$ cat config.mk
export PLATFORM = sky130hd
export DESIGN_NAME = modbus_rtu_slave_engine
export DESIGN_NICKNAME = d
export VERILOG_FILES = /design/src/hw/rtl/mbrs_pkg.sv /design/src/hw/rtl/mbrs_frame_ram.sv /design/src/hw/rtl/mbrs_reg_ram.sv /design/src/hw/rtl/mbrs_tx_pack.sv /design/src/hw/rtl/mbrs_ctrl.sv /design/src/hw/rtl/modbus_rtu_slave_engine.sv
export SDC_FILE = /design/constraint.sdc
export NUM_CORES = 2
export LEC_CHECK = 0
export BUFFER_PORTS_ARGS = -buffer_cell sky130_fd_sc_hd__buf_2
export CORE_MARGIN = 1.5
export CORE_UTILIZATION = 57
export DETAILED_ROUTE_END_ITERATION = 16
export GPL_TIMING_DRIVEN = 0
export PLACE_DENSITY = 0.72
export SLEW_MARGIN = 30
export SYNTH_ARGS = -nofsm -noshare
export SYNTH_HDL_FRONTEND = slang
export SYNTH_SLANG_ARGS = --single-unit
$ cat constraint.sdc
create_clock -name clk -period 7.4 [get_ports clk]
set_input_delay 0.37 -clock clk [delete_from_list [all_inputs] [get_ports clk]]
set_output_delay 0.37 -clock clk [all_outputs]
set_load 0.01 [all_outputs]
$ cat src/hw/rtl/mbrs_pkg.sv
// ----------------------------------------------------------------------------
// mbrs_pkg
// Shared types, codes, constants and the CRC-16 byte update used by the
// Modbus RTU slave engine.
// ----------------------------------------------------------------------------
package mbrs_pkg;

    localparam int REG_COUNT_DEFAULT   = 64;
    localparam int FRAME_BYTES_DEFAULT = 256;

    localparam logic [15:0] CRC_INIT = 16'hFFFF;
    localparam logic [15:0] CRC_POLY = 16'hA001;

    localparam logic [15:0] MAX_READ_REGS  = 16'd125;
    localparam logic [15:0] MAX_WRITE_REGS = 16'd123;
    localparam logic [15:0] LEN_SINGLE     = 16'd8;
    localparam logic [15:0] LEN_MULTI_MIN  = 16'd11;
    localparam logic [15:0] LEN_MULTI_OVH  = 16'd9;
    localparam logic [7:0]  EXC_FLAG       = 8'h80;

    localparam logic [1:0] MODE_BYTE  = 2'd0;
    localparam logic [1:0] MODE_GAP   = 2'd1;
    localparam logic [1:0] MODE_WRITE = 2'd2;
    localparam logic [1:0] MODE_READ  = 2'd3;

    localparam logic [7:0] FC_READ_HOLDING = 8'd3;
    localparam logic [7:0] FC_READ_INPUT   = 8'd4;
    localparam logic [7:0] FC_WRITE_SINGLE = 8'd6;
    localparam logic [7:0] FC_WRITE_MULTI  = 8'd16;

    localparam logic [7:0] EXC_ILLEGAL_FUNC = 8'd1;
    localparam logic [7:0] EXC_ILLEGAL_ADDR = 8'd2;
    localparam logic [7:0] EXC_ILLEGAL_DATA = 8'd3;

    typedef enum logic [3:0] {
        S_CLEAR,
        S_IDLE,
        S_LOCAL_RD,
        S_SCAN,
        S_CHECK,
        S_WMULT,
        S_RESP_HDR,
        S_RD_ISSUE,
        S_RD_HI,
        S_RD_LO,
        S_CRC_LO,
        S_CRC_HI,
        S_STATUS
    } mbrs_state_t;

    typedef struct packed {
        logic        byte_valid;
        logic [7:0]  byte_data;
        logic        byte_last;
        logic        stat_valid;
        logic [15:0] stat_rd;
        logic        stat_ok;
    } mbrs_push_t;

    typedef struct packed {
        logic byte_ready;
        logic stat_ready;
    } mbrs_grant_t;

    function automatic logic [15:0] crc16_byte(input logic [15:0] crc, input logic [7:0] data);
        logic [15:0] c;
        c = crc ^ {8'h00, data};
        for (int b = 0; b < 8; b++) begin
            if (c[0]) begin
                c = (c >> 1) ^ CRC_POLY;
            end else begin
                c = c >> 1;
            end
        end
        return c;
    endfunction

endpackage

$ cat src/hw/rtl/mbrs_frame_ram.sv
// ----------------------------------------------------------------------------
// mbrs_frame_ram
// Receive frame buffer: one write port, one registered read port.
// ----------------------------------------------------------------------------
module mbrs_frame_ram #(
    parameter int FRAME_BYTES = mbrs_pkg::FRAME_BYTES_DEFAULT,
    parameter int LEN_W       = $clog2(FRAME_BYTES)
) (
    input  logic             clk,
    input  logic             wr_en,
    input  logic [LEN_W-1:0] wr_addr,
    input  logic [7:0]       wr_data,
    input  logic             rd_en,
    input  logic [LEN_W-1:0] rd_addr,
    output logic [7:0]       rd_data
);

    logic [7:0] mem [FRAME_BYTES];
    logic [7:0] rd_data_reg;

    always_ff @(posedge clk)
    begin
        if (wr_en)
        begin
            mem[wr_addr] <= wr_data;
        end
        if (rd_en)
        begin
            rd_data_reg <= mem[rd_addr];
        end
    end

    assign rd_data = rd_data_reg;

endmodule

$ cat src/hw/rtl/mbrs_reg_ram.sv
// ----------------------------------------------------------------------------
// mbrs_reg_ram
// Holding register file: one write port, one registered read port.
// ----------------------------------------------------------------------------
module mbrs_reg_ram #(
    parameter int REG_COUNT = mbrs_pkg::REG_COUNT_DEFAULT,
    parameter int RA_W      = (REG_COUNT > 1) ? $clog2(REG_COUNT) : 1
) (
    input  logic            clk,
    input  logic            wr_en,
    input  logic [RA_W-1:0] wr_addr,
    input  logic [15:0]     wr_data,
    input  logic            rd_en,
    input  logic [RA_W-1:0] rd_addr,
    output logic [15:0]     rd_data
);

    logic [15:0] mem [REG_COUNT];
    logic [15:0] rd_data_reg;

    always_ff @(posedge clk)
    begin
        if (wr_en)
        begin
            mem[wr_addr] <= wr_data;
        end
        if (rd_en)
        begin
            rd_data_reg <= mem[rd_addr];
        end
    end

    assign rd_data = rd_data_reg;

endmodule

$ cat src/hw/rtl/mbrs_tx_pack.sv
// ----------------------------------------------------------------------------
// mbrs_tx_pack
// Packs response bytes into chunks of up to four bytes, passes status items, and holds the result register.
// ----------------------------------------------------------------------------
module mbrs_tx_pack (
    input  logic                clk,
    input  logic                rst_n,
    input  mbrs_pkg::mbrs_push_t push,
    output mbrs_pkg::mbrs_grant_t grant,
    input  logic [31:0]         req_cnt,
    input  logic [31:0]         err_cnt,
    output logic                out_valid,
    input  logic                out_ready,
    output logic [31:0]         tx_bytes,
    output logic [2:0]          tx_count,
    output logic                tx_last,
    output logic [15:0]         read_data,
    output logic                local_ok,
    output logic [31:0]         request_count,
    output logic [31:0]         error_count
);

    logic        out_valid_reg, out_valid_next;
    logic [31:0] pk_word_reg, pk_word_next;
    logic [1:0]  pk_cnt_reg, pk_cnt_next;
    logic [31:0] bytes_reg, bytes_next;
    logic [2:0]  count_reg, count_next;
    logic        last_reg, last_next;
    logic [15:0] rd_reg, rd_next;
    logic        ok_reg, ok_next;
    logic [31:0] req_reg, req_next;
    logic [31:0] err_reg, err_next;
    logic        out_free;
    logic [31:0] word;

    assign out_free = !out_valid_reg || out_ready;
    assign grant.byte_ready = out_free || (!push.byte_last && (pk_cnt_reg != 2'd3));
    assign grant.stat_ready = out_free;
    assign word = pk_word_reg | ({push.byte_data, 24'h000000} >> {pk_cnt_reg, 3'b000});

    always_comb
    begin
        out_valid_next = out_valid_reg;
        pk_word_next   = pk_word_reg;
        pk_cnt_next    = pk_cnt_reg;
        bytes_next     = bytes_reg;
        count_next     = count_reg;
        last_next      = last_reg;
        rd_next        = rd_reg;
        ok_next        = ok_reg;
        req_next       = req_reg;
        err_next       = err_reg;
        if (out_valid_reg && out_ready)
        begin
            out_valid_next = 1'b0;
        end
        if (push.byte_valid && grant.byte_ready)
        begin
            if (push.byte_last || (pk_cnt_reg == 2'd3))
            begin
                out_valid_next = 1'b1;
                bytes_next     = word;
                count_next     = {1'b0, pk_cnt_reg} + 3'd1;
                last_next      = push.byte_last;
                rd_next        = 16'h0000;
                ok_next        = 1'b0;
                req_next       = req_cnt;
                err_next       = err_cnt;
                pk_word_next   = 32'h00000000;
                pk_cnt_next    = 2'd0;
            end
            else
            begin
                pk_word_next = word;
                pk_cnt_next  = pk_cnt_reg + 2'd1;
            end
        end
        else if (push.stat_valid && out_free)
        begin
            out_valid_next = 1'b1;
            bytes_next     = 32'h00000000;
            count_next     = 3'd0;
            last_next      = 1'b1;
            rd_next        = push.stat_rd;
            ok_next        = push.stat_ok;
            req_next       = req_cnt;
            err_next       = err_cnt;
        end
    end

    always_ff @(posedge clk or negedge rst_n)
    begin
        if (!rst_n)
        begin
            out_valid_reg <= 1'b0;
            pk_word_reg   <= 32'h00000000;
            pk_cnt_reg    <= 2'd0;
        end
        else
        begin
            out_valid_reg <= out_valid_next;
            pk_word_reg   <= pk_word_next;
            pk_cnt_reg    <= pk_cnt_next;
        end
    end

    always_ff @(posedge clk)
    begin
        bytes_reg <= bytes_next;
        count_reg <= count_next;
        last_reg  <= last_next;
        rd_reg    <= rd_next;
        ok_reg    <= ok_next;
        req_reg   <= req_next;
        err_reg   <= err_next;
    end

    assign out_valid     = out_valid_reg;
    assign tx_bytes      = bytes_reg;
    assign tx_count      = count_reg;
    assign tx_last       = last_reg;
    assign read_data     = rd_reg;
    assign local_ok      = ok_reg;
    assign request_count = req_reg;
    assign error_count   = err_reg;

endmodule

$ cat src/hw/rtl/mbrs_ctrl.sv
// ----------------------------------------------------------------------------
// mbrs_ctrl
// Sequencer: collects bytes, checks and dispatches frames, walks the frame
// buffer and register file, and feeds response bytes to the packer.
// ----------------------------------------------------------------------------
module mbrs_ctrl #(
    parameter int REG_COUNT   = mbrs_pkg::REG_COUNT_DEFAULT,
    parameter int FRAME_BYTES = mbrs_pkg::FRAME_BYTES_DEFAULT,
    parameter int LEN_W       = $clog2(FRAME_BYTES),
    parameter int RA_W        = (REG_COUNT > 1) ? $clog2(REG_COUNT) : 1
) (
    input  logic                 clk,
    input  logic                 rst_n,
    input  logic                 cfg_valid,
    output logic                 cfg_ready,
    input  logic [7:0]           cfg_data,
    input  logic                 in_valid,
    output logic                 in_ready,
    input  logic [1:0]           mode,
    input  logic [7:0]           rx_byte,
    input  logic [15:0]          local_addr,
    input  logic [15:0]          local_value,
    output logic                 fr_wr_en,
    output logic [LEN_W-1:0]     fr_wr_addr,
    output logic [7:0]           fr_wr_data,
    output logic                 fr_rd_en,
    output logic [LEN_W-1:0]     fr_rd_addr,
    input  logic [7:0]           fr_rd_data,
    output logic                 rg_wr_en,
    output logic [RA_W-1:0]      rg_wr_addr,
    output logic [15:0]          rg_wr_data,
    output logic                 rg_rd_en,
    output logic [RA_W-1:0]      rg_rd_addr,
    input  logic [15:0]          rg_rd_data,
    output mbrs_pkg::mbrs_push_t push,
    input  mbrs_pkg::mbrs_grant_t grant,
    output logic [31:0]          req_cnt,
    output logic [31:0]          err_cnt
);

    localparam logic [16:0] REG_LIMIT = 17'(REG_COUNT);

    mbrs_pkg::mbrs_state_t state_reg, state_next;
    logic [7:0]       sa_reg, sa_next;
    logic [LEN_W-1:0] len_reg, len_next;
    logic [31:0]      req_reg, req_next;
    logic [31:0]      err_reg, err_next;
    logic [RA_W-1:0]  clr_idx_reg, clr_idx_next;
    logic             scan_on_reg, scan_on_next;
    logic             pend_reg, pend_next;
    logic [LEN_W-1:0] scan_idx_reg, scan_idx_next;
    logic [LEN_W-1:0] scan_end_reg, scan_end_next;
    logic [LEN_W-1:0] pend_idx_reg, pend_idx_next;
    logic [15:0]      crc_reg, crc_next;
    logic [15:0]      tcrc_reg, tcrc_next;
    logic [7:0]       fcrc_lo_reg, fcrc_lo_next;
    logic [7:0]       fcrc_hi_reg, fcrc_hi_next;
    logic [7:0]       hdr_reg [7];
    logic [7:0]       hdr_next [7];
    logic [7:0]       resp_reg [6];
    logic [7:0]       resp_next [6];
    logic [2:0]       resp_n_reg, resp_n_next;
    logic [2:0]       hidx_reg, hidx_next;
    logic             bcast_reg, bcast_next;
    logic             rdok_reg, rdok_next;
    logic [RA_W-1:0]  rd_addr_reg, rd_addr_next;
    logic [6:0]       rd_cnt_reg, rd_cnt_next;
    logic [RA_W-1:0]  wr_addr_reg, wr_addr_next;
    logic [7:0]       hi_reg, hi_next;
    logic [15:0]      stat_rd_reg, stat_rd_next;
    logic             stat_ok_reg, stat_ok_next;

    logic        local_in_range;
    logic [15:0] start_w;
    logic [15:0] num_w;
    logic [15:0] flen;
    logic        crc_ok;
    logic        addr_hit;
    logic        in_span;
    logic        exc;
    logic [7:0]  exc_code;
    logic        go_wm;
    logic        go_rd;

    assign cfg_ready      = 1'b1;
    assign local_in_range = {1'b0, local_addr} < REG_LIMIT;
    assign start_w        = {hdr_reg[2], hdr_reg[3]};
    assign num_w          = {hdr_reg[4], hdr_reg[5]};
    assign flen           = 16'(len_reg);
    assign crc_ok         = {fcrc_hi_reg, fcrc_lo_reg} == crc_reg;
    assign addr_hit       = (hdr_reg[0] == sa_reg) || (hdr_reg[0] == 8'h00);
    assign in_span        = ({1'b0, start_w} < REG_LIMIT)
                            && (({1'b0, start_w} + {1'b0, num_w}) <= REG_LIMIT);
    assign req_cnt        = req_reg;
    assign err_cnt        = err_reg;
    assign fr_wr_addr     = len_reg;
    assign fr_wr_data     = rx_byte;
    assign fr_rd_addr     = scan_idx_reg;

    always_comb
    begin
        exc      = 1'b0;
        exc_code = mbrs_pkg::EXC_ILLEGAL_FUNC;
        go_wm    = 1'b0;
        go_rd    = 1'b0;
        case (hdr_reg[1])
            mbrs_pkg::FC_READ_HOLDING, mbrs_pkg::FC_READ_INPUT:
            begin
                if (flen != mbrs_pkg::LEN_SINGLE)
                begin
                    exc      = 1'b1;
                    exc_code = mbrs_pkg::EXC_ILLEGAL_DATA;
                end
                else if ((num_w == 16'd0) || (num_w > mbrs_pkg::MAX_READ_REGS) || !in_span)
                begin
                    exc      = 1'b1;
                    exc_code = mbrs_pkg::EXC_ILLEGAL_ADDR;
                end
                else
                begin
                    go_rd = 1'b1;
                end
            end
            mbrs_pkg::FC_WRITE_SINGLE:
            begin
                if (flen != mbrs_pkg::LEN_SINGLE)
                begin
                    exc      = 1'b1;
                    exc_code = mbrs_pkg::EXC_ILLEGAL_DATA;
                end
                else if ({1'b0, start_w} >= REG_LIMIT)
                begin
                    exc      = 1'b1;
                    exc_code = mbrs_pkg::EXC_ILLEGAL_ADDR;
                end
            end
            mbrs_pkg::FC_WRITE_MULTI:
            begin
                if (flen < mbrs_pkg::LEN_MULTI_MIN)
                begin
                    exc      = 1'b1;
                    exc_code = mbrs_pkg::EXC_ILLEGAL_DATA;
                end
                else if ((num_w == 16'd0) || (num_w > mbrs_pkg::MAX_WRITE_REGS)
                         || ({8'h00, hdr_reg[6]} != {num_w[14:0], 1'b0}) || !in_span
                         || (flen != ({8'h00, hdr_reg[6]} + mbrs_pkg::LEN_MULTI_OVH)))
                begin
                    exc      = 1'b1;
                    exc_code = mbrs_pkg::EXC_ILLEGAL_ADDR;
                end
                else
                begin
                    go_wm = 1'b1;
                end
            end
            default:
            begin
                exc      = 1'b1;
                exc_code = mbrs_pkg::EXC_ILLEGAL_FUNC;
            end
        endcase
    end

    always_comb
    begin
        state_next    = state_reg;
        sa_next       = sa_reg;
        len_next      = len_reg;
        req_next      = req_reg;
        err_next      = err_reg;
        clr_idx_next  = clr_idx_reg;
        scan_on_next  = scan_on_reg;
        scan_idx_next = scan_idx_reg;
        scan_end_next = scan_end_reg;
        pend_next     = 1'b0;
        pend_idx_next = scan_idx_reg;
        crc_next      = crc_reg;
        tcrc_next     = tcrc_reg;
        fcrc_lo_next  = fcrc_lo_reg;
        fcrc_hi_next  = fcrc_hi_reg;
        hdr_next      = hdr_reg;
        resp_next     = resp_reg;
        resp_n_next   = resp_n_reg;
        hidx_next     = hidx_reg;
        bcast_next    = bcast_reg;
        rdok_next     = rdok_reg;
        rd_addr_next  = rd_addr_reg;
        rd_cnt_next   = rd_cnt_reg;
        wr_addr_next  = wr_addr_reg;
        hi_next       = hi_reg;
        stat_rd_next  = stat_rd_reg;
        stat_ok_next  = stat_ok_reg;
        in_ready      = (state_reg == mbrs_pkg::S_IDLE);
        fr_wr_en      = 1'b0;
        fr_rd_en      = 1'b0;
        rg_wr_en      = 1'b0;
        rg_wr_addr    = wr_addr_reg;
        rg_wr_data    = 16'h0000;
        rg_rd_en      = 1'b0;
        rg_rd_addr    = rd_addr_reg;
        push          = '0;

        if (cfg_valid)
        begin
            sa_next = cfg_data;
        end

        if (((state_reg == mbrs_pkg::S_SCAN) || (state_reg == mbrs_pkg::S_WMULT)) && scan_on_reg)
        begin
            fr_rd_en      = 1'b1;
            pend_next     = 1'b1;
            scan_idx_next = scan_idx_reg + LEN_W'(1);
            if (scan_idx_reg == scan_end_reg)
            begin
                scan_on_next = 1'b0;
            end
        end

        unique case (state_reg)
            mbrs_pkg::S_CLEAR:
            begin
                rg_wr_en   = 1'b1;
                rg_wr_addr = clr_idx_reg;
                if (clr_idx_reg == RA_W'(REG_COUNT - 1))
                begin
                    state_next = mbrs_pkg::S_IDLE;
                end
                else
                begin
                    clr_idx_next = clr_idx_reg + RA_W'(1);
                end
            end
            mbrs_pkg::S_IDLE:
            begin
                if (in_valid)
                begin
                    unique case (mode)
                        mbrs_pkg::MODE_BYTE:
                        begin
                            if (len_reg < LEN_W'(FRAME_BYTES - 1))
                            begin
                                fr_wr_en = 1'b1;
                                len_next = len_reg + LEN_W'(1);
                            end
                            else
                            begin
                                len_next = '0;
                            end
                        end
                        mbrs_pkg::MODE_GAP:
                        begin
                            stat_rd_next = 16'h0000;
                            stat_ok_next = 1'b0;
                            if (len_reg == '0)
                            begin
                                state_next = mbrs_pkg::S_STATUS;
                            end
                            else if (len_reg < LEN_W'(4))
                            begin
                                err_next   = err_reg + 32'd1;
                                len_next   = '0;
                                state_next = mbrs_pkg::S_STATUS;
                            end
                            else
                            begin
                                scan_idx_next = '0;
                                scan_end_next = len_reg - LEN_W'(1);
                                scan_on_next  = 1'b1;
                                crc_next      = mbrs_pkg::CRC_INIT;
                                state_next    = mbrs_pkg::S_SCAN;
                            end
                        end
                        mbrs_pkg::MODE_WRITE:
                        begin
                            rg_wr_en     = local_in_range;
                            rg_wr_addr   = local_addr[RA_W-1:0];
                            rg_wr_data   = local_value;
                            stat_rd_next = 16'h0000;
                            stat_ok_next = local_in_range;
                            state_next   = mbrs_pkg::S_STATUS;
                        end
                        mbrs_pkg::MODE_READ:
                        begin
                            rg_rd_en     = local_in_range;
                            rg_rd_addr   = local_addr[RA_W-1:0];
                            stat_ok_next = local_in_range;
                            state_next   = mbrs_pkg::S_LOCAL_RD;
                        end
                        default:
                        begin
                            state_next = mbrs_pkg::S_IDLE;
                        end
                    endcase
                end
            end
            mbrs_pkg::S_LOCAL_RD:
            begin
                stat_rd_next = stat_ok_reg ? rg_rd_data : 16'h0000;
                state_next   = mbrs_pkg::S_STATUS;
            end
            mbrs_pkg::S_SCAN:
            begin
                if (pend_reg)
                begin
                    if (pend_idx_reg < LEN_W'(7))
                    begin
                        hdr_next[pend_idx_reg[2:0]] = fr_rd_data;
                    end
                    if (pend_idx_reg < (len_reg - LEN_W'(2)))
                    begin
                        crc_next = mbrs_pkg::crc16_byte(crc_reg, fr_rd_data);
                    end
                    if (pend_idx_reg == (len_reg - LEN_W'(2)))
                    begin
                        fcrc_lo_next = fr_rd_data;
                    end
                    if (pend_idx_reg == scan_end_reg)
                    begin
                        fcrc_hi_next = fr_rd_data;
                        state_next   = mbrs_pkg::S_CHECK;
                    end
                end
            end
            mbrs_pkg::S_CHECK:
            begin
                len_next     = '0;
                stat_rd_next = 16'h0000;
                stat_ok_next = 1'b0;
                tcrc_next    = mbrs_pkg::CRC_INIT;
                hidx_next    = 3'd0;
                if (!crc_ok)
                begin
                    err_next   = err_reg + 32'd1;
                    state_next = mbrs_pkg::S_STATUS;
                end
                else if (!addr_hit)
                begin
                    state_next = mbrs_pkg::S_STATUS;
                end
                else
                begin
                    req_next     = req_reg + 32'd1;
                    bcast_next   = (hdr_reg[0] == 8'h00);
                    rdok_next    = go_rd;
                    resp_next[0] = sa_reg;
                    resp_next[1] = hdr_reg[1];
                    resp_next[2] = hdr_reg[2];
                    resp_next[3] = hdr_reg[3];
                    resp_next[4] = hdr_reg[4];
                    resp_next[5] = hdr_reg[5];
                    resp_n_next  = 3'd6;
                    rd_addr_next = start_w[RA_W-1:0];
                    rd_cnt_next  = num_w[6:0];
                    wr_addr_next = start_w[RA_W-1:0];
                    if (exc)
                    begin
                        resp_next[1] = hdr_reg[1] | mbrs_pkg::EXC_FLAG;
                        resp_next[2] = exc_code;
                        resp_n_next  = 3'd3;
                        if (exc_code == mbrs_pkg::EXC_ILLEGAL_FUNC)
                        begin
                            err_next = err_reg + 32'd1;
                        end
                    end
                    else if (go_rd)
                    begin
                        resp_next[2] = {num_w[6:0], 1'b0};
                        resp_n_next  = 3'd3;
                    end
                    else if (!go_wm)
                    begin
                        rg_wr_en     = 1'b1;
                        rg_wr_addr   = start_w[RA_W-1:0];
                        rg_wr_data   = num_w;
                        resp_next[0] = hdr_reg[0];
                    end
                    if (go_wm)
                    begin
                        scan_idx_next = LEN_W'(7);
                        scan_end_next = len_reg - LEN_W'(3);
                        scan_on_next  = 1'b1;
                        state_next    = mbrs_pkg::S_WMULT;
                    end
                    else if (hdr_reg[0] == 8'h00)
                    begin
                        state_next = mbrs_pkg::S_STATUS;
                    end
                    else
                    begin
                        state_next = mbrs_pkg::S_RESP_HDR;
                    end
                end
            end
            mbrs_pkg::S_WMULT:
            begin
                if (pend_reg)
                begin
                    if (pend_idx_reg[0])
                    begin
                        hi_next = fr_rd_data;
                    end
                    else
                    begin
                        rg_wr_en     = 1'b1;
                        rg_wr_addr   = wr_addr_reg;
                        rg_wr_data   = {hi_reg, fr_rd_data};
                        wr_addr_next = wr_addr_reg + RA_W'(1);
                    end
                    if (pend_idx_reg == scan_end_reg)
                    begin
                        state_next = bcast_reg ? mbrs_pkg::S_STATUS : mbrs_pkg::S_RESP_HDR;
                    end
                end
            end
            mbrs_pkg::S_RESP_HDR:
            begin
                push.byte_valid = 1'b1;
                push.byte_data  = resp_reg[hidx_reg];
                if (grant.byte_ready)
                begin
                    tcrc_next = mbrs_pkg::crc16_byte(tcrc_reg, resp_reg[hidx_reg]);
                    hidx_next = hidx_reg + 3'd1;
                    if (hidx_reg == (resp_n_reg - 3'd1))
                    begin
                        state_next = rdok_reg ? mbrs_pkg::S_RD_ISSUE : mbrs_pkg::S_CRC_LO;
                    end
                end
            end
            mbrs_pkg::S_RD_ISSUE:
            begin
                rg_rd_en     = 1'b1;
                rd_addr_next = rd_addr_reg + RA_W'(1);
                state_next   = mbrs_pkg::S_RD_HI;
            end
            mbrs_pkg::S_RD_HI:
            begin
                push.byte_valid = 1'b1;
                push.byte_data  = rg_rd_data[15:8];
                if (grant.byte_ready)
                begin
                    tcrc_next  = mbrs_pkg::crc16_byte(tcrc_reg, rg_rd_data[15:8]);
                    state_next = mbrs_pkg::S_RD_LO;
                end
            end
            mbrs_pkg::S_RD_LO:
            begin
                push.byte_valid = 1'b1;
                push.byte_data  = rg_rd_data[7:0];
                if (grant.byte_ready)
                begin
                    tcrc_next = mbrs_pkg::crc16_byte(tcrc_reg, rg_rd_data[7:0]);
                    if (rd_cnt_reg == 7'd1)
                    begin
                        state_next = mbrs_pkg::S_CRC_LO;
                    end
                    else
                    begin
                        rd_cnt_next  = rd_cnt_reg - 7'd1;
                        rg_rd_en     = 1'b1;
                        rd_addr_next = rd_addr_reg + RA_W'(1);
                        state_next   = mbrs_pkg::S_RD_HI;
                    end
                end
            end
            mbrs_pkg::S_CRC_LO:
            begin
                push.byte_valid = 1'b1;
                push.byte_data  = tcrc_reg[7:0];
                if (grant.byte_ready)
                begin
                    state_next = mbrs_pkg::S_CRC_HI;
                end
            end
            mbrs_pkg::S_CRC_HI:
            begin
                push.byte_valid = 1'b1;
                push.byte_data  = tcrc_reg[15:8];
                push.byte_last  = 1'b1;
                if (grant.byte_ready)
                begin
                    state_next = mbrs_pkg::S_IDLE;
                end
            end
            mbrs_pkg::S_STATUS:
            begin
                push.stat_valid = 1'b1;
                push.stat_rd    = stat_rd_reg;
                push.stat_ok    = stat_ok_reg;
                if (grant.stat_ready)
                begin
                    state_next = mbrs_pkg::S_IDLE;
                end
            end
            default:
            begin
                state_next = mbrs_pkg::S_IDLE;
            end
        endcase
    end

    always_ff @(posedge clk or negedge rst_n)
    begin
        if (!rst_n)
        begin
            state_reg   <= mbrs_pkg::S_CLEAR;
            sa_reg      <= 8'd1;
            len_reg     <= '0;
            req_reg     <= 32'd0;
            err_reg     <= 32'd0;
            clr_idx_reg <= '0;
            scan_on_reg <= 1'b0;
            pend_reg    <= 1'b0;
        end
        else
        begin
            state_reg   <= state_next;
            sa_reg      <= sa_next;
            len_reg     <= len_next;
            req_reg     <= req_next;
            err_reg     <= err_next;
            clr_idx_reg <= clr_idx_next;
            scan_on_reg <= scan_on_next;
            pend_reg    <= pend_next;
        end
    end

    always_ff @(posedge clk)
    begin
        scan_idx_reg <= scan_idx_next;
        scan_end_reg <= scan_end_next;
        pend_idx_reg <= pend_idx_next;
        crc_reg      <= crc_next;
        tcrc_reg     <= tcrc_next;
        fcrc_lo_reg  <= fcrc_lo_next;
        fcrc_hi_reg  <= fcrc_hi_next;
        hdr_reg      <= hdr_next;
        resp_reg     <= resp_next;
        resp_n_reg   <= resp_n_next;
        hidx_reg     <= hidx_next;
        bcast_reg    <= bcast_next;
        rdok_reg     <= rdok_next;
        rd_addr_reg  <= rd_addr_next;
        rd_cnt_reg   <= rd_cnt_next;
        wr_addr_reg  <= wr_addr_next;
        hi_reg       <= hi_next;
        stat_rd_reg  <= stat_rd_next;
        stat_ok_reg  <= stat_ok_next;
    end

endmodule

$ cat src/hw/rtl/modbus_rtu_slave_engine.sv
// ----------------------------------------------------------------------------
// modbus_rtu_slave_engine
// Modbus RTU slave with frame buffer, holding register file and chunked
// response output.
// ----------------------------------------------------------------------------
// A received byte gives no result. A frame gap walks the frame buffer one
// byte per cycle through its single read port; a write-multiple request then
// walks the data bytes again at one byte per cycle. Response bytes leave at
// one byte per cycle into a four-byte result register, one read of the
// register file per register returned, and stall only while the output side
// holds a finished result. A local write updates the register file and then
// reports its status; a local read reads the register file, then reports the
// value. After reset a clearing pass zeroes the register file, during which
// no item is accepted; configuration writes are taken at any time.
module modbus_rtu_slave_engine #(
    parameter int REG_COUNT   = mbrs_pkg::REG_COUNT_DEFAULT,
    parameter int FRAME_BYTES = mbrs_pkg::FRAME_BYTES_DEFAULT
) (
    input  logic        clk,
    input  logic        rst_n,
    input  logic        cfg_valid,
    output logic        cfg_ready,
    input  logic [7:0]  cfg_data,
    input  logic        in_valid,
    output logic        in_ready,
    input  logic [1:0]  mode,
    input  logic [7:0]  rx_byte,
    input  logic [15:0] local_addr,
    input  logic [15:0] local_value,
    output logic        out_valid,
    input  logic        out_ready,
    output logic [31:0] tx_bytes,
    output logic [2:0]  tx_count,
    output logic        tx_last,
    output logic [15:0] read_data,
    output logic        local_ok,
    output logic [31:0] request_count,
    output logic [31:0] error_count
);

    localparam int LEN_W = $clog2(FRAME_BYTES);
    localparam int RA_W  = (REG_COUNT > 1) ? $clog2(REG_COUNT) : 1;

    logic             fr_wr_en;
    logic [LEN_W-1:0] fr_wr_addr;
    logic [7:0]       fr_wr_data;
    logic             fr_rd_en;
    logic [LEN_W-1:0] fr_rd_addr;
    logic [7:0]       fr_rd_data;
    logic             rg_wr_en;
    logic [RA_W-1:0]  rg_wr_addr;
    logic [15:0]      rg_wr_data;
    logic             rg_rd_en;
    logic [RA_W-1:0]  rg_rd_addr;
    logic [15:0]      rg_rd_data;
    logic [31:0]      req_cnt;
    logic [31:0]      err_cnt;

    mbrs_pkg::mbrs_push_t  push;
    mbrs_pkg::mbrs_grant_t grant;

    mbrs_ctrl #(
        .REG_COUNT   (REG_COUNT),
        .FRAME_BYTES (FRAME_BYTES),
        .LEN_W       (LEN_W),
        .RA_W        (RA_W)
    ) u_ctrl (
        .clk         (clk),
        .rst_n       (rst_n),
        .cfg_valid   (cfg_valid),
        .cfg_ready   (cfg_ready),
        .cfg_data    (cfg_data),
        .in_valid    (in_valid),
        .in_ready    (in_ready),
        .mode        (mode),
        .rx_byte     (rx_byte),
        .local_addr  (local_addr),
        .local_value (local_value),
        .fr_wr_en    (fr_wr_en),
        .fr_wr_addr  (fr_wr_addr),
        .fr_wr_data  (fr_wr_data),
        .fr_rd_en    (fr_rd_en),
        .fr_rd_addr  (fr_rd_addr),
        .fr_rd_data  (fr_rd_data),
        .rg_wr_en    (rg_wr_en),
        .rg_wr_addr  (rg_wr_addr),
        .rg_wr_data  (rg_wr_data),
        .rg_rd_en    (rg_rd_en),
        .rg_rd_addr  (rg_rd_addr),
        .rg_rd_data  (rg_rd_data),
        .push        (push),
        .grant       (grant),
        .req_cnt     (req_cnt),
        .err_cnt     (err_cnt)
    );

    mbrs_frame_ram #(
        .FRAME_BYTES (FRAME_BYTES),
        .LEN_W       (LEN_W)
    ) u_frame_ram (
        .clk     (clk),
        .wr_en   (fr_wr_en),
        .wr_addr (fr_wr_addr),
        .wr_data (fr_wr_data),
        .rd_en   (fr_rd_en),
        .rd_addr (fr_rd_addr),
        .rd_data (fr_rd_data)
    );

    mbrs_reg_ram #(
        .REG_COUNT (REG_COUNT),
        .RA_W      (RA_W)
    ) u_reg_ram (
        .clk     (clk),
        .wr_en   (rg_wr_en),
        .wr_addr (rg_wr_addr),
        .wr_data (rg_wr_data),
        .rd_en   (rg_rd_en),
        .rd_addr (rg_rd_addr),
        .rd_data (rg_rd_data)
    );

    mbrs_tx_pack u_tx_pack (
        .clk           (clk),
        .rst_n         (rst_n),
        .push          (push),
        .grant         (grant),
        .req_cnt       (req_cnt),
        .err_cnt       (err_cnt),
        .out_valid     (out_valid),
        .out_ready     (out_ready),
        .tx_bytes      (tx_bytes),
        .tx_count      (tx_count),
        .tx_last       (tx_last),
        .read_data     (read_data),
        .local_ok      (local_ok),
        .request_count (request_count),
        .error_count   (error_count)
    );

endmodule

# Word level (Yosys, flattened, before mapping)
# Memory sizes are Yosys's and may differ from the RTL's. A register that Yosys moved wholly into a read port is not among the register bits.
# Cells that the tools add are included.
[classes]
n_addsub = 17
n_mul = 0
div = 0
magnitude_cmp = 14
n_eq_ne = 66
shifts = 1
muxes = 301
bitwise = 40
reduce_logical = 57
[ops]
columns = ["cell", "count"]
rows = [
  ["$mux W16", 119],
  ["$mux W32", 18],
  ["$mux W8", 28],
  ["$mux W6", 16],
  ["$not A2 Y3", 32],
  ["$pmux W16 S3", 2],
  ["$mux W4", 21],
  ["$add A32 B1 Y32 const B", 2],
  ["$pmux W16 S4", 1],
  ["$pmux W32 S2", 1],
  ["$pmux W8 S2", 4],
  ["$xor A16 B8 Y16", 4],
  ["$bwmux W56", 1],
  ["$mux W1", 55],
  ["$pmux W4 S13", 1],
  ["$pmux W9 S5", 1],
  ["$pmux W6 S3", 2],
  ["$eq A8 B8 Y1", 4],
  ["$gt A16 B7 Y1 const B", 2],
  ["$lt A16 B7 Y1 const B", 2],
  ["$ne A8 B16 Y1", 2],
  ["$or A32 B32 Y32", 1],
  ["$pmux W16 S2", 1],
  ["$shr A32 B5 Y32", 1],
  ["74 further kinds", 175],
]
[totals]
register_bits = 472
latch_bits = 0
ram_bits = 3072
rom_bits = 0
input_bits = 55
output_inout_bits = 120
memories = 2
[mem_list]
columns = ["name", "words", "word_bits", "read_ports", "rd_clocked_by_memory_dff", "wr", "line_no", "source"]
rows = [
  ["u_frame_ram.mem", 256, 8, 1, 1, 1, "mbrs_frame_ram.sv:18", "logic [7:0] mem [FRAME_BYTES];"],
  ["u_reg_ram.mem", 64, 16, 1, 1, 1, "mbrs_reg_ram.sv:18", "logic [15:0] mem [REG_COUNT];"],
]

# Depth between registers and ports, before layout
[logic_depth]
depth_word = 41
depth_mapped = 15
mapped_depth_nobuf = 12

# By module
# From an unflattened synthesis, not the netlist that was laid out.
[unflattened]
hier_cells = 7463
area_unflattened_um2 = 142578.0
[by_module_without_submodules]
columns = ["module", "instances", "cells_each", "area_per_inst_um2"]
rows = [
  ["mbrs_frame_ram", 1, 3733, 79626.4],
  ["mbrs_reg_ram", 1, 1829, 40202.3],
  ["mbrs_ctrl", 1, 1556, 17354.1],
  ["mbrs_tx_pack", 1, 345, 5395.2],
]

# Worst setup path after synthesis
# No wires, ideal clock.
[synth_timing]
path_kind = "register -> register"
start = "register u_ctrl.state_reg[1]"
end = "register u_tx_pack.out_valid_reg (netlist: u_tx_pack.out_valid)"
setup_ns = 0.101
t_arrival_ns = 7.504
required_time_ns = 7.299
setup_slack_ns = -0.206
stages_incl_launch_ff = 8
n_path_buf = 2
cell_sequence = "dfrtp_1 -> clkbuf_1 -> nor2_1 -> and3_1 -> clkbuf_1 -> inv_1 -> o22ai_1 -> or2_2"
[synth_via]
elab_chain_cells = 7
word_cells_on_any_way = 18
classes_between = "6 x eq/ne; 6 x mux; 6 x reduce/logical"
[synth_lines]
columns = ["element", "line_no", "source"]
rows = [
  ["start: declaration", "mbrs_ctrl.sv:43", "mbrs_pkg::mbrs_state_t state_reg, state_next;"],
  ["start signal: assignment", "mbrs_ctrl.sv:505", "state_reg <= mbrs_pkg::S_CLEAR;"],
  ["start signal: assignment", "mbrs_ctrl.sv:516", "state_reg <= state_next;"],
  ["$eq A4 B4 Y1", "mbrs_ctrl.sv:219", "unique case (state_reg)"],
  ["$mux W1", "mbrs_ctrl.sv:219", ""],
  ["$logic_not A1 Y1", "mbrs_tx_pack.sv:37", "assign grant.byte_ready = out_free || (!push.byte_last && (pk_cnt_reg != 2'd3));"],
  ["$logic_and A1 B1 Y1", "mbrs_tx_pack.sv:37", ""],
  ["$logic_or A1 B1 Y1", "mbrs_tx_pack.sv:37", ""],
  ["$logic_and A1 B1 Y1", "mbrs_tx_pack.sv:57", "if (push.byte_valid && grant.byte_ready)"],
  ["$mux W1 *", "mbrs_tx_pack.sv:57", ""],
  ["net u_tx_pack.out_valid_next", "mbrs_tx_pack.sv:23", "logic out_valid_reg, out_valid_next;"],
  ["end signal: assignment", "mbrs_tx_pack.sv:101", "out_valid_reg <= out_valid_next;"],
  ["end: declaration", "mbrs_tx_pack.sv:23", ""],
]
# The timed path passes the listed nets; every way through them passes the cells marked *.
# A chain may end at the register's enable or synchronous reset.

# Worst setup path after layout
[layout_timing]
start = "register u_ctrl.state_reg[3]"
end = "register u_reg_ram.rd_data_reg[5] (netlist: u_reg_ram.rd_data[5]) (read register of u_reg_ram.mem), data pin"
[layout_via]
elab_chain_cells = 7
word_cells_on_any_way = 11
classes_between = "4 x eq/ne; 4 x mux; 3 x reduce/logical"
[layout_lines]
columns = ["element", "line_no", "source"]
rows = [
  ["$eq A4 B4 Y1", "mbrs_ctrl.sv:219", ""],
  ["$mux W1", "mbrs_ctrl.sv:219", ""],
  ["$logic_not A1 Y1", "mbrs_tx_pack.sv:37", ""],
  ["$logic_and A1 B1 Y1", "mbrs_tx_pack.sv:37", ""],
  ["$logic_or A1 B1 Y1", "mbrs_tx_pack.sv:37", ""],
  ["$mux W1", "mbrs_ctrl.sv:449", "if (grant.byte_ready)"],
  ["$pmux W1 S3", "mbrs_ctrl.sv:219", ""],
  ["end: declaration", "mbrs_reg_ram.sv:19", "logic [15:0] rd_data_reg;"],
]
# Parallel ways exist; a longest one is shown, timed or not.

==> out/metrics.cfg <==
[status]
status = completed

[power_and_ir_drop]
p_per_area_nw_per_um2 = 249
p_total_uw = 40200
ir_drop_mv = 0.277
p_leak_uw = 0.0475

[route]
drtAntennaViolNets = 0
route.met3.wl_um = 40600
vias = 77300
routed_wirelength_um = 380000
highest_layer = met5
wl_met1_um = 142000
via_per_inst = 6.54
wire_per_inst_um = 32.2
drc = 0
drt_iter0_drc = 10800
drt_pass1_iterations = 8
wl_met2_um = 178000

[final_layout]
fill_cells = 16500
drive_gt1_share_pct = 20.3
areaGrowthSynthToFinish_pct = 13.8
largest_register_ffs = 2048
nets = 8318

[synth]
async_flop_share_pct = 3.56
synth_adder_area_share_pct = 0.442
ys_ff_latch = 3567
synth_xor_area_share_pct = 1.61
ys_warn_count = 0
synth.distinct_cells = 83
synth.cell_area_um2 = 142000
synth_compound_area_share_pct = 3.93
synth_ff_type = edfxtp_1
synth_edf_count = 3424
syn_area_per_cell_um2 = 18.9
yosys-mux-area-fraction_pct = 14.3
yosysSeqAreaShare_pct = 74.9
synthCells = 7531
synth_top_family_by_area = multiplexers
yosys.area_share.simple_pct = 3.62

[die]
start_util_pct = 57.2
fp.coreArea_um2 = 248000
fp.dieW_um = 502
rows = 183
die_h_um = 502
ios = 175
fp.dieArea_um2 = 252000

[worst_setup_path]
reg2reg_depth = 14
path_cells = nor2_1 > nand2_1 > inv_2 > and2_1 > clkbuf_1 > nand2_2 > mux2i_1 > buf_2 > buf_1 > mux4_2 > mux2i_1 > mux2i_1 > a22oi_1 > o221ai_1
reg2reg_setup_slack_ns = 1.34
crit_path_start = u_ctrl.state_reg[3]
r2r_end = u_reg_ram.rd_data[5]
startpoint_type = register
cp.arrival_ns = 6.64
critPathCaptureType = register
slowest_delay_ns = 0.68
crit_top_cell = mux2i_1
crit_fanout = 10
worstSetupPathType = reg2reg
r2r-start = u_ctrl.state_reg[3]
crit_path_top_delay_cell = buf_1
required_ns = 7.99
endpoint = u_reg_ram.rd_data[5]

[placed_design]
routabilityCongestion = 0.962
dp_hpwl_um = 257000
port_buffers = 172

[sta]
tightest_slew_ns = 1.15
rsz0062_at_grt = false
post-route-period-util_pct = 81.9
fin_tns_setup_ns = 0
period_needed_ns = 6.06
drv_slew = 0
setup_violations = 0
hold_viol = 0
fmax_mhz = 165
slew_headroom_pct = 23.3
skew_ns = 0.0886

[clock_network]
cts_buffer_depth = 4
cts_tree = done
clkTransAtPathRegs_ns = 0.06
hold_buffers = 33
cts_setup_buffers = 0
cts_resized = 0
clockRootBuffer = clkbuf_16
htreeDepth = 5
cts_buffers = 368
clk_latency_ns = 0.99
clock_sinks = 3567

[global_routing]
grt_pass1_vias = 75700
grt_pass1_wl_um = 540000
gr-usage-all-layers_pct = 30.1
grt_max_degree = 113
overflow = 0
grt_antenna_before_repair = 14

[min_path]
hold_path_class = in2reg

[flow_run]
maxCapViolations = 0

worst min-delay path by stage:
stage,start,endpoint,slack [ns],cells past startpoint
2_1_floorplan,rst_n,u_ctrl.clr_idx_reg[0],0.07,0
3_3_place_gp,u_ctrl.fr_rd_addr[7],u_ctrl.pend_idx_reg[7],0.34,0
3_5_place_dp,rst_n,u_ctrl.err_cnt[31],0.29,1
4_1_cts,local_addr[6],u_ctrl.stat_ok_reg,0.03,4
5_1_grt,local_addr[7],u_ctrl.stat_ok_reg,0.06,4
6_report,local_addr[6],u_ctrl.stat_ok_reg,0.08,4
layout make-up:
class                   instances  area (um^2)  area share (%)
multi-input cells            3535        34600            21.4
repair buffers                306         3190            1.98
well taps                    3330         4170            2.58
plain buffers                 401         1690            1.05
flip-flops and latches       3567       106000            65.8
clock buffers                 446         9700            6.00
diodes                         11         27.5          0.0170
clock inverters               187         1800            1.11
inverters                      35          131          0.0813
where the power goes:
part | internal [uW] | total (uW) | switching (uW)
sequential | 22000 | 22000 | 6.31
combinational | 68.9 | 309 | 240
clock | 10400 | 17900 | 7510
synth_stat cells, drive strengths merged (58+ instances only):
cell    count  area [um^2]
nand2     334         1260
nor2      486         1830
xor2      101          885
mux2i     587         5880
mux2       63          709
xnor2     158         1380
edfxtp   3424       103000
nand3      58          290
mux4      608        13700
buf       142          626
o221ai    242         2120
dfrtp     126         3150
o21ai     104          521
clkbuf    259          972
o22ai     117          732
a21oi     202         1010
cells in the final DEF (no fill, tap or decap), types with 23 or more instances in the layout:
| cell | netlist | layout |
|---|---|---|
| nand2b_1 | 27 | 27 |
| nor2_4 | 0 | 33 |
| dlygate4sd3_1 | 0 | 32 |
| ha_1 | 47 | 47 |
| bufinv_16 | 0 | 32 |
| nor2_2 | 4 | 43 |
| clkbuf_16 | 0 | 375 |
| buf_1 | 89 | 62 |
| mux2i_1 | 587 | 587 |
| clkbuf_1 | 259 | 280 |
| clkinv_1 | 1 | 67 |
| a21oi_1 | 202 | 202 |
| o21ai_0 | 100 | 99 |
| buf_2 | 44 | 228 |
| inv_1 | 32 | 32 |
| mux4_2 | 608 | 608 |
| a22oi_1 | 45 | 45 |
| nor2b_1 | 23 | 23 |
| dfrtp_1 | 126 | 126 |
| buf_6 | 1 | 30 |
| and2_1 | 57 | 57 |
| clkinv_2 | 0 | 64 |
| buf_16 | 0 | 39 |
| mux2_2 | 63 | 63 |
| xor2_1 | 101 | 101 |
| o221ai_1 | 242 | 241 |
| nor3_1 | 37 | 29 |
| edfxtp_1 | 3424 | 3424 |
| nor2_1 | 482 | 410 |
| nand3_1 | 58 | 54 |
| o22ai_1 | 117 | 116 |
| nand2_1 | 333 | 313 |
| clkbuf_2 | 0 | 53 |
| xnor2_1 | 158 | 158 |
| and3_1 | 27 | 25 |
| nand4_1 | 28 | 28 |
metrics by stage:
stage / hold WS, ns / utilization, % / std cells / worst slack [ns] / instance area, um^2
2_1_floorplan: 0.0744 / - / 7538 / 2.18 / 142000
3_3_place_gp: 0.337 / 59.2 / 11000 / 0.0301 / 147000
3_5_place_dp: 0.294 / 60.3 / 11100 / 1.58 / 150000
4_1_cts: 0.0270 / 65.1 / 11800 / 1.42 / 161000
5_1_grt: 0.0618 / 65.1 / 11800 / 1.23 / 162000
6_report: 0.0765 / 65.1 / 11800 / 1.34 / 162000
kinds of logic after synthesis:
kind of cell	Yosys count
fa+ha+maj	49
flops	3567
buf+inv	436
mux	1258
other cells	2
xor+xnor	260
compound gates	813
simple gates	1146
layer usage:
metal | vias to the layer above | track usage [%]
met5 | - | 0
met4 | 12 | 13.8
met3 | 888 | 6.59
met2 | 4635 | 47.0
met1 | 39900 | 41.0
li1 | 31900 | -
worst max-delay path: cells and delay by family, from the launching register on:
family	cells	cell delay, ns
AO/OA/AOI/OAI	2	0.91
buffers and inverters	4	1.74
flip-flops	1	0.44
multiplexers	4	1.55
AND/OR/NAND/NOR	4	0.96
Note: power is estimated with default switching activity, not from simulation.
